[config.mk]
export PLATFORM = sky130hd
export DESIGN_NAME = redundant_seq_reorder_dedup_unit
export DESIGN_NICKNAME = d
export VERILOG_FILES = /design/src/rtl/rsrd_pkg.sv /design/src/rtl/redundant_seq_reorder_dedup_unit.sv
export SDC_FILE = /design/constraint.sdc
export NUM_CORES = 1
export LEC_CHECK = 0
export BUFFER_PORTS_ARGS = -buffer_cell sky130_fd_sc_hd__buf_2
export CAP_MARGIN = 20
export CORE_MARGIN = 1
export CORE_UTILIZATION = 55
export CTS_CLUSTER_SIZE = 24
export DETAILED_ROUTE_END_ITERATION = 12
export GPL_TIMING_DRIVEN = 0
export PLACE_DENSITY_LB_ADDON = 0.05
export SLEW_MARGIN = 10
export SYNTH_ARGS = -nofsm -noshare
export SYNTH_HDL_FRONTEND = slang
export SYNTH_SLANG_ARGS = --single-unit
[constraint.sdc]
create_clock -name clk -period 6.65 [get_ports clk]
set_input_delay 0 -clock clk [delete_from_list [all_inputs] [get_ports clk]]
set_output_delay 0 -clock clk [all_outputs]
set_load 0.005 [all_outputs]
[src/rtl/rsrd_pkg.sv]
package rsrd_pkg;

    // Widths fixed by the packet format
    localparam int SEQ_W   = 32;
    localparam int LIMIT_W = 4;
    localparam int STAT_W  = 4;
    localparam int COUNT_W = 4;
    localparam int WIN_W   = 8;

    // Defaults handed to the top level
    localparam int DEFER_DEPTH_DEF = 8;
    localparam int TAG_WIDTH_DEF   = 16;

    // At most this many entries are ever in use, whatever the depth
    localparam int STORE_MAX = 8;

    // The acceptance window is this many times the defer limit
    localparam int WINDOW_FACTOR = 10;

    localparam logic [LIMIT_W-1:0] LIMIT_RESET = 4'd8;

    localparam logic OP_PACKET  = 1'b0;
    localparam logic OP_TIMEOUT = 1'b1;

    typedef enum logic [STAT_W-1:0] {
        ST_DELIVER   = 4'd0,
        ST_BAD_CK    = 4'd1,
        ST_FIRST_NZ  = 4'd2,
        ST_OLD_DUP   = 4'd3,
        ST_DEFER_DUP = 4'd4,
        ST_FULL      = 4'd5,
        ST_DEFERRED  = 4'd6,
        ST_TOO_FAR   = 4'd7,
        ST_TO_FLUSH  = 4'd8,
        ST_TO_EMPTY  = 4'd9
    } status_t;

endpackage

[src/rtl/redundant_seq_reorder_dedup_unit.sv]
// A dropped packet reports straight from classification; a deferral or a store-related
// drop reports at the end of a full slot scan; a timeout scans every slot before flushing.
// Each delivery in a run costs one slot scan, which stops at a match or the last slot;
// busy holds off the next start until the item is done.
// Results are one-cycle strobes on result_valid; the receiver cannot stall them.
// Reset: expected number zero, store empty, defer limit 8; no clearing pass is needed.
module redundant_seq_reorder_dedup_unit #(
    parameter int DEFER_DEPTH = rsrd_pkg::DEFER_DEPTH_DEF,
    parameter int TAG_WIDTH   = rsrd_pkg::TAG_WIDTH_DEF
) (
    input  logic                          clk,
    input  logic                          rst_n,

    // Command side
    input  logic                          start,
    output logic                          busy,
    input  logic                          opcode,
    input  logic                          checksum_ok,
    input  logic [rsrd_pkg::SEQ_W-1:0]    seq_number,
    input  logic [TAG_WIDTH-1:0]          payload_tag,
    input  logic                          tx_started,

    // Configuration write channel (defer limit)
    input  logic                          cfg_valid,
    output logic                          cfg_ready,
    input  logic [rsrd_pkg::LIMIT_W-1:0]  cfg_data,

    // Result strobe
    output logic                          result_valid,
    output logic [rsrd_pkg::STAT_W-1:0]   status,
    output logic                          delivered,
    output logic [rsrd_pkg::SEQ_W-1:0]    out_seq,
    output logic [TAG_WIDTH-1:0]          out_tag,
    output logic                          last
);

    // Only the first STORE_MAX slots can ever be filled: capacity never exceeds it.
    localparam int SLOTS = (DEFER_DEPTH < rsrd_pkg::STORE_MAX) ? DEFER_DEPTH
                                                               : rsrd_pkg::STORE_MAX;
    localparam int IDX_W = (SLOTS > 1) ? $clog2(SLOTS) : 1;
    localparam logic [IDX_W-1:0] IDX_LAST = IDX_W'(SLOTS - 1);
    localparam int SEQ_W   = rsrd_pkg::SEQ_W;
    localparam int COUNT_W = rsrd_pkg::COUNT_W;
    localparam int WIN_W   = rsrd_pkg::WIN_W;

    typedef enum logic [2:0] {
        S_IDLE,
        S_CLASSIFY,
        S_SEARCH,
        S_MIN,
        S_FLUSH
    } state_t;

    state_t                         state_reg, state_next;

    // Latched command
    logic                           op_reg, op_next;
    logic                           ck_reg, ck_next;
    logic                           txs_reg, txs_next;
    logic [SEQ_W-1:0]               sq_reg, sq_next;
    logic [TAG_WIDTH-1:0]           tag_reg, tag_next;

    // Architectural state
    logic [SEQ_W-1:0]               exp_reg, exp_next;
    logic [rsrd_pkg::LIMIT_W-1:0]   limit_reg, limit_next;
    logic [SLOTS-1:0]               valid_reg, valid_next;
    logic [SEQ_W-1:0]               slot_seq_reg [SLOTS];
    logic [TAG_WIDTH-1:0]           slot_tag_reg [SLOTS];

    // Scan sequencer
    logic [IDX_W-1:0]               idx_reg, idx_next;
    logic                           hit_reg, hit_next;
    logic [COUNT_W-1:0]             occ_reg, occ_next;
    logic                           free_ok_reg, free_ok_next;
    logic [IDX_W-1:0]               free_idx_reg, free_idx_next;
    logic                           best_ok_reg, best_ok_next;
    logic [SEQ_W-1:0]               best_reg, best_next;

    // Held result of a delivery run, shown once the next scan tells if it is the last
    logic                           pend_ok_reg, pend_ok_next;
    rsrd_pkg::status_t              run_code_reg, run_code_next;
    logic [SEQ_W-1:0]               pend_seq_reg, pend_seq_next;
    logic [TAG_WIDTH-1:0]           pend_tag_reg, pend_tag_next;

    // Registered outputs
    logic                           strobe_reg, strobe_next;
    rsrd_pkg::status_t              status_reg, status_next;
    logic                           dlv_reg, dlv_next;
    logic [SEQ_W-1:0]               oseq_reg, oseq_next;
    logic [TAG_WIDTH-1:0]           otag_reg, otag_next;
    logic                           last_reg, last_next;

    // Slot write port
    logic                           wr_en;
    logic [IDX_W-1:0]               wr_idx;

    // Shared compare unit
    logic [SEQ_W-1:0]               cmp_a, cmp_b;
    logic                           cmp_eq, cmp_lt;

    logic                           cur_valid;
    logic [SEQ_W-1:0]               cur_seq;
    logic [TAG_WIDTH-1:0]           cur_tag;
    logic [WIN_W-1:0]               win_span;
    logic [SEQ_W:0]                 win_top;
    logic                           in_window;
    logic [COUNT_W-1:0]             cap;
    logic [COUNT_W-1:0]             occ_final;
    logic                           hit_final;

    assign cur_valid = valid_reg[idx_reg];
    assign cur_seq   = slot_seq_reg[idx_reg];
    assign cur_tag   = slot_tag_reg[idx_reg];

    // One comparator serves classification and every slot scan
    always_comb
    begin
        case (state_reg)
            S_CLASSIFY:
            begin
                cmp_a = sq_reg;
                cmp_b = exp_reg;
            end
            S_SEARCH:
            begin
                cmp_a = cur_seq;
                cmp_b = sq_reg;
            end
            S_MIN:
            begin
                cmp_a = cur_seq;
                cmp_b = best_reg;
            end
            default:
            begin
                cmp_a = cur_seq;
                cmp_b = exp_reg;
            end
        endcase
    end

    assign cmp_eq = (cmp_a == cmp_b);
    assign cmp_lt = (cmp_a < cmp_b);

    // Window is expected + 10 * limit, taken without wrap
    assign win_span  = WIN_W'(limit_reg) * WIN_W'(rsrd_pkg::WINDOW_FACTOR);
    assign win_top   = {1'b0, exp_reg} + (SEQ_W + 1)'(win_span);
    assign in_window = ({1'b0, sq_reg} <= win_top);

    // Effective capacity: limit clipped to the slots present
    assign cap = (limit_reg < COUNT_W'(SLOTS)) ? COUNT_W'(limit_reg) : COUNT_W'(SLOTS);

    assign hit_final = hit_reg | (cur_valid & cmp_eq);
    assign occ_final = occ_reg + COUNT_W'(cur_valid);

    always_comb
    begin
        state_next    = state_reg;
        op_next       = op_reg;
        ck_next       = ck_reg;
        txs_next      = txs_reg;
        sq_next       = sq_reg;
        tag_next      = tag_reg;
        exp_next      = exp_reg;
        limit_next    = limit_reg;
        valid_next    = valid_reg;
        idx_next      = idx_reg;
        hit_next      = hit_reg;
        occ_next      = occ_reg;
        free_ok_next  = free_ok_reg;
        free_idx_next = free_idx_reg;
        best_ok_next  = best_ok_reg;
        best_next     = best_reg;
        pend_ok_next  = pend_ok_reg;
        run_code_next = run_code_reg;
        pend_seq_next = pend_seq_reg;
        pend_tag_next = pend_tag_reg;
        strobe_next   = 1'b0;
        status_next   = status_reg;
        dlv_next      = 1'b0;
        oseq_next     = '0;
        otag_next     = '0;
        last_next     = 1'b0;
        wr_en         = 1'b0;
        wr_idx        = free_ok_reg ? free_idx_reg : idx_reg;

        // Take a limit write only between commands
        if (cfg_valid && cfg_ready)
        begin
            limit_next = cfg_data;
        end

        case (state_reg)
            S_IDLE:
            begin
                if (start)
                begin
                    op_next    = opcode;
                    ck_next    = checksum_ok;
                    txs_next   = tx_started;
                    sq_next    = seq_number;
                    tag_next   = payload_tag;
                    state_next = S_CLASSIFY;
                end
            end

            S_CLASSIFY:
            begin
                idx_next = '0;
                if (op_reg == rsrd_pkg::OP_TIMEOUT)
                begin
                    best_ok_next = 1'b0;
                    state_next   = S_MIN;
                end
                else if (!ck_reg)
                begin
                    strobe_next = 1'b1;
                    status_next = rsrd_pkg::ST_BAD_CK;
                    last_next   = 1'b1;
                    state_next  = S_IDLE;
                end
                else if ((exp_reg == '0) && !txs_reg && (sq_reg != '0))
                begin
                    strobe_next = 1'b1;
                    status_next = rsrd_pkg::ST_FIRST_NZ;
                    last_next   = 1'b1;
                    state_next  = S_IDLE;
                end
                else if (cmp_lt)
                begin
                    strobe_next = 1'b1;
                    status_next = rsrd_pkg::ST_OLD_DUP;
                    last_next   = 1'b1;
                    state_next  = S_IDLE;
                end
                else if (cmp_eq)
                begin
                    // Hold the in-order packet until the run behind it is known
                    pend_ok_next  = 1'b1;
                    run_code_next = rsrd_pkg::ST_DELIVER;
                    pend_seq_next = sq_reg;
                    pend_tag_next = tag_reg;
                    exp_next      = exp_reg + SEQ_W'(1);
                    state_next    = S_FLUSH;
                end
                else if (in_window)
                begin
                    hit_next     = 1'b0;
                    occ_next     = '0;
                    free_ok_next = 1'b0;
                    state_next   = S_SEARCH;
                end
                else
                begin
                    strobe_next = 1'b1;
                    status_next = rsrd_pkg::ST_TOO_FAR;
                    last_next   = 1'b1;
                    state_next  = S_IDLE;
                end
            end

            S_SEARCH:
            begin
                // Look for a duplicate, count occupancy and note the first free slot
                hit_next = hit_final;
                occ_next = occ_final;
                if (!cur_valid && !free_ok_reg)
                begin
                    free_ok_next  = 1'b1;
                    free_idx_next = idx_reg;
                end
                if (idx_reg == IDX_LAST)
                begin
                    strobe_next = 1'b1;
                    last_next   = 1'b1;
                    state_next  = S_IDLE;
                    if (hit_final)
                    begin
                        status_next = rsrd_pkg::ST_DEFER_DUP;
                    end
                    else if (occ_final >= cap)
                    begin
                        status_next = rsrd_pkg::ST_FULL;
                    end
                    else
                    begin
                        wr_en               = 1'b1;
                        valid_next[wr_idx]  = 1'b1;
                        status_next         = rsrd_pkg::ST_DEFERRED;
                    end
                end
                else
                begin
                    idx_next = idx_reg + IDX_W'(1);
                end
            end

            S_MIN:
            begin
                // Find the smallest deferred number
                if (cur_valid && (!best_ok_reg || cmp_lt))
                begin
                    best_ok_next = 1'b1;
                    best_next    = cur_seq;
                end
                if (idx_reg == IDX_LAST)
                begin
                    idx_next = '0;
                    if (!best_ok_next)
                    begin
                        strobe_next = 1'b1;
                        status_next = rsrd_pkg::ST_TO_EMPTY;
                        last_next   = 1'b1;
                        state_next  = S_IDLE;
                    end
                    else
                    begin
                        exp_next      = best_next;
                        pend_ok_next  = 1'b0;
                        run_code_next = rsrd_pkg::ST_TO_FLUSH;
                        state_next    = S_FLUSH;
                    end
                end
                else
                begin
                    idx_next = idx_reg + IDX_W'(1);
                end
            end

            S_FLUSH:
            begin
                if (cur_valid && cmp_eq)
                begin
                    // Next in the run: release any held result, hold this one, restart scan
                    if (pend_ok_reg)
                    begin
                        strobe_next = 1'b1;
                        status_next = run_code_reg;
                        dlv_next    = 1'b1;
                        oseq_next   = pend_seq_reg;
                        otag_next   = pend_tag_reg;
                    end
                    valid_next[idx_reg] = 1'b0;
                    pend_ok_next        = 1'b1;
                    pend_seq_next       = cur_seq;
                    pend_tag_next       = cur_tag;
                    exp_next            = exp_reg + SEQ_W'(1);
                    idx_next            = '0;
                end
                else if (idx_reg == IDX_LAST)
                begin
                    // Run ends: the held result is the final one
                    strobe_next = 1'b1;
                    status_next = run_code_reg;
                    dlv_next    = 1'b1;
                    oseq_next   = pend_seq_reg;
                    otag_next   = pend_tag_reg;
                    last_next   = 1'b1;
                    state_next  = S_IDLE;
                end
                else
                begin
                    idx_next = idx_reg + IDX_W'(1);
                end
            end

            default:
            begin
                state_next = S_IDLE;
            end
        endcase
    end

    always_ff @(posedge clk or negedge rst_n)
    begin
        if (!rst_n)
        begin
            state_reg    <= S_IDLE;
            op_reg       <= 1'b0;
            ck_reg       <= 1'b0;
            txs_reg      <= 1'b0;
            sq_reg       <= '0;
            tag_reg      <= '0;
            exp_reg      <= '0;
            limit_reg    <= rsrd_pkg::LIMIT_RESET;
            valid_reg    <= '0;
            idx_reg      <= '0;
            hit_reg      <= 1'b0;
            occ_reg      <= '0;
            free_ok_reg  <= 1'b0;
            free_idx_reg <= '0;
            best_ok_reg  <= 1'b0;
            best_reg     <= '0;
            pend_ok_reg  <= 1'b0;
            run_code_reg <= rsrd_pkg::ST_DELIVER;
            pend_seq_reg <= '0;
            pend_tag_reg <= '0;
            strobe_reg   <= 1'b0;
            status_reg   <= rsrd_pkg::ST_DELIVER;
            dlv_reg      <= 1'b0;
            oseq_reg     <= '0;
            otag_reg     <= '0;
            last_reg     <= 1'b0;
        end
        else
        begin
            state_reg    <= state_next;
            op_reg       <= op_next;
            ck_reg       <= ck_next;
            txs_reg      <= txs_next;
            sq_reg       <= sq_next;
            tag_reg      <= tag_next;
            exp_reg      <= exp_next;
            limit_reg    <= limit_next;
            valid_reg    <= valid_next;
            idx_reg      <= idx_next;
            hit_reg      <= hit_next;
            occ_reg      <= occ_next;
            free_ok_reg  <= free_ok_next;
            free_idx_reg <= free_idx_next;
            best_ok_reg  <= best_ok_next;
            best_reg     <= best_next;
            pend_ok_reg  <= pend_ok_next;
            run_code_reg <= run_code_next;
            pend_seq_reg <= pend_seq_next;
            pend_tag_reg <= pend_tag_next;
            strobe_reg   <= strobe_next;
            status_reg   <= status_next;
            dlv_reg      <= dlv_next;
            oseq_reg     <= oseq_next;
            otag_reg     <= otag_next;
            last_reg     <= last_next;
        end
    end

    // Slot payload: only read behind a valid bit, so no reset
    always_ff @(posedge clk)
    begin
        if (wr_en)
        begin
            slot_seq_reg[wr_idx] <= sq_reg;
            slot_tag_reg[wr_idx] <= tag_reg;
        end
    end

    assign busy         = (state_reg != S_IDLE);
    // Accept a limit transfer only while no command is in flight or arriving
    assign cfg_ready    = !busy && !start;
    assign result_valid = strobe_reg;
    assign status       = status_reg;
    assign delivered    = dlv_reg;
    assign out_seq      = oseq_reg;
    assign out_tag      = otag_reg;
    assign last         = last_reg;

endmodule

==> flow_metrics.py <==
metrics = {
    "clock_network": {
        "worstSkewPairLatency_ps": 620,
        "cts_max_level": 3,
        "clock-sinks": 632,
        "max-clock-path-buffers": 3,
        "cts_tree": "yes",
        "clk_pin_slew_worst_paths_ps": 60,
        "cts_root_buf": "clkbuf_16",
        "cts_buffers": 66,
    },
    "synth": {
        "synth_compound_area_share_pct": 13.94,
        "synthAdderAreaFrac_pct": 4.048,
        "ys.flop_type": "edfxtp_1",
        "synth_seq_cells": 632,
        "async_reset_ff_share_pct": 39.24,
        "yosysWarnings": 0,
        "synth_area_leader_cell": "edfxtp_1",
        "avgSynthCellArea_sq_um": 12.38,
        "synthSimpleGateAreaFrac_pct": 10.37,
        "synth_edf_count": 384,
        "synth_nets": 2451,
        "ys_seq_area_share_pct": 62.25,
        "synth_top_family_by_area": "compound AO/OA/AOI/OAI gates",
        "synth_cell_types": 84,
        "netlist_area_sq_mm": 0.02849,
        "netlist_top_cells_area": "edfxtp_1 40%, dfrtp_1 22%, ha_1 3.9%",
        "synthCells": 2301,
        "yosysTopAreaCellShare_pct": 40.47,
        "synthMuxAreaShare_pct": 5.827,
        "synth_xor_area_share_pct": 0.9836,
    },
    "flow_run": {
        "max_cap_violations": 0,
    },
    "sta": {
        "min_period_over_period_pct": 94.83,
        "relSlewSlack_pct": 24.20,
        "rsz0062_at_grt": "false",
        "maxSlewViolCount": 0,
        "fin_worst_skew_ps": 30.11,
        "max_freq_mhz": 158.6,
        "tightest_slew_ps": 1137,
        "setup_viol": 0,
        "period_needed_ps": 6307,
        "hold_viol": 0,
    },
    "floorplanning": {
        "die-area_sq_mm": 0.05272,
        "die_h_um": 229.6,
        "start_util_pct": 55.66,
        "ios": 116,
        "coreArea_sq_mm": 0.05120,
        "num_rows": 83,
        "die_w_um": 229.6,
    },
    "power": {
        "p_per_area_mw_per_mm2": 436.4,
        "power_leakage_nw": 12.73,
        "vdd_drop_max_uv": 318.0,
    },
    "worst_hold_path": {
        "hold_path.class": "input pin to flop",
    },
    "place": {
        "io_buffers": 115,
        "routabilityCongestion": 0.9882,
        "placedCellCount": 3115,
        "detailed_place_hpwl_um": 64070,
    },
    "critical_path": {
        "critPathRequiredTime_ps": 7140,
        "path_buf_inv": 2,
        "critical_path_class": "flop to flop",
        "crit_family": "compound AO/OA/AOI/OAI gates",
        "max_stage_delay_ps": 580,
        "critPathLaunchType": "flop",
        "endpoint_kind": "flop",
        "critPathArrivalTime_ps": 6800,
        "slowest_stage": "dfstp_2",
        "crit_top_cell": "ha_1",
        "crit_fanout": 5,
    },
    "drt": {
        "via_per_inst": 6.408,
        "drcViolationCount": 0,
        "drt_iter0_drc": 2420,
        "wirelength_um": 91410,
        "wl_per_cell_um": 27.67,
        "first_pass_iters": 6,
        "ant_nets": 0,
        "num_vias": 21170,
    },
    "run_status": {
        "status": "finished clean",
    },
    "global_route": {
        "grt_pass1_vias": 20470,
        "track_usage_pct": 35.23,
        "antenna_found_initial": 11,
        "grt_max_degree": 114,
        "overflow": 0,
        "grt_pass1_wl_um": 135100,
    },
    "finish": {
        "seq_area_sq_mm": 0.01774,
        "final_util_pct": 65.10,
        "n_fill_cell": 3889,
        "fin_nets": 2721,
        "multi_input_area_sq_mm": 0.01010,
        "largest_reg_flops": 256,
        "drive_gt1_share_pct": 15.26,
        "fin_cells": 3303,
        "area_delta_synth_final_pct": 16.97,
    },
}
-- cell type report --
| type | instances | area share (%) |
|---|---|---|
| flip-flops and latches | 632 | 53.22 |
| multi-input cells | 1496 | 30.30 |
| clock buffers | 84 | 5.473 |
| repair buffers | 203 | 5.121 |
| well taps | 680 | 2.553 |
| plain buffers | 143 | 1.885 |
| clock inverters | 35 | 1.111 |
| inverters | 29 | 0.3266 |
| diodes | 1 | 0.007508 |
-- cells in the final DEF, fill, tap and decap left out, types with 38 or more instances in the layout --
| master | count |
|---|---|
| buf_2 | 146 |
| clkbuf_1 | 93 |
| a21oi_1 | 168 |
| ha_1 | 89 |
| nor2_1 | 200 |
| nand2_1 | 175 |
| o21ai_0 | 124 |
| edfxtp_1 | 384 |
| and2_1 | 52 |
| a221oi_1 | 44 |
| nand3_1 | 38 |
| mux2_2 | 69 |
| dfrtp_1 | 247 |
| mux2i_1 | 68 |
| clkbuf_16 | 70 |
| a22oi_1 | 92 |
| dlygate4sd3_1 | 62 |
-- worst reg2reg max path: stages, from the launching register on --
cell      delay (ps)
dfstp_2          580
inv_1            100
ha_1             280
inv_1             40
ha_1             220
fa_1             380
xor2_1           200
ha_1             300
o21a_1           110
o21ai_0           70
nand2b_1         140
and3_1           390
nor2b_2          300
nand4_1          260
nor2_1           210
xnor2_1          140
ha_1             260
a21o_1           160
a21o_1           170
a221oi_1         270
o32ai_1          160
a211oi_1         290
a221oi_2         140
and3_1           280
a211oi_4         400
mux2_1           370
-- logic make-up (layout without fill, tap and decap cells) --
logic type,after synthesis,count (layout)
adders and majority gates,91,91
AOI/OAI and AO/OA,608,608
other,0,1
muxes,147,147
buffers and inverters,173,494
DFF,632,632
xor gates and xnor gates,32,32
and+or+nand+nor,618,618
-- per-layer routing --
metal	global-route usage [%]	part of all wire, %
met5	0	0.18
met4	14.48	4.5
met3	6.163	8.8
met2	54.78	46
met1	49.19	41
-- through the flow --
step                TNS (ps)  area, sq um  hold slack, ps  worst slack (ps)  power, mW
detailed placement         0        30430           5.014             18.61      10.59
global placement    -1192570        29920           216.4             -3332      10.43
global route               0        33330           155.8             21.87      15.11
CTS                        0        33270           127.5             60.08      14.38
finish                     0        33330           150.9             343.5      14.55
floorplan                  0        28490          -295.6             783.1      8.361
-- worst paths after layout --
path                                      from            to  slack (ps)  cells past startpoint
min in group asynchronous                rst_n     sq_reg[6]         470                      3
worst min register to register    valid_reg[1]  valid_reg[1]         470                      1
worst max register to register    limit_reg[3]     status[2]         340                     25
worst min-delay path            seq_number[11]    sq_reg[11]         150                      3
worst max-delay path              limit_reg[3]     status[2]         340                     25
max in group asynchronous                rst_n   exp_reg[31]        5000                      5
-- synth_stat cells, drive strengths merged, types with 3 or more instances --
library cell / number
a21oi: 169
edfxtp: 384
a221o: 4
or2: 4
mux4: 8
a211oi: 8
nand3: 39
nor3: 21
and3: 27
nor2b: 9
dfrtp: 247
a21o: 25
o21ai: 152
o22a: 6
a221oi: 45
or3: 6
o31a: 3
clkbuf: 86
a31oi: 11
nand2b: 9
ha: 89
and2: 55
a22o: 32
o22ai: 11
o311ai: 5
o211ai: 3
buf: 58
o31ai: 13
nand2: 176
nor4: 19
a22oi: 92
nand4: 28
xnor2: 16
nor2: 209
a2bb2oi: 4
xor2: 16
mux2i: 68
mux2: 71
and4: 10
o21a: 7
inv: 28
-- timing repair --
| action | in CTS | in global routing |
|---|---|---|
| setup endpoints to repair | 1 | 317 |
| hold endpoints to repair | 237 | 0 |
| gates resized for setup | 1 | 13 |
| hold buffers | 63 | 0 |
| pin swaps | 0 | 2 |
| gates cloned | 0 | 0 |
| buffers inserted | 0 | 5 |
-- where the power goes --
group / internal [mW] / total, mW / switching, mW
clock: 2.19 / 3.76 / 1.57
sequential: 4.80 / 5.73 / 0.932
combinational: 1.77 / 5.06 / 3.29
Power figures use the tool's default switching activity.
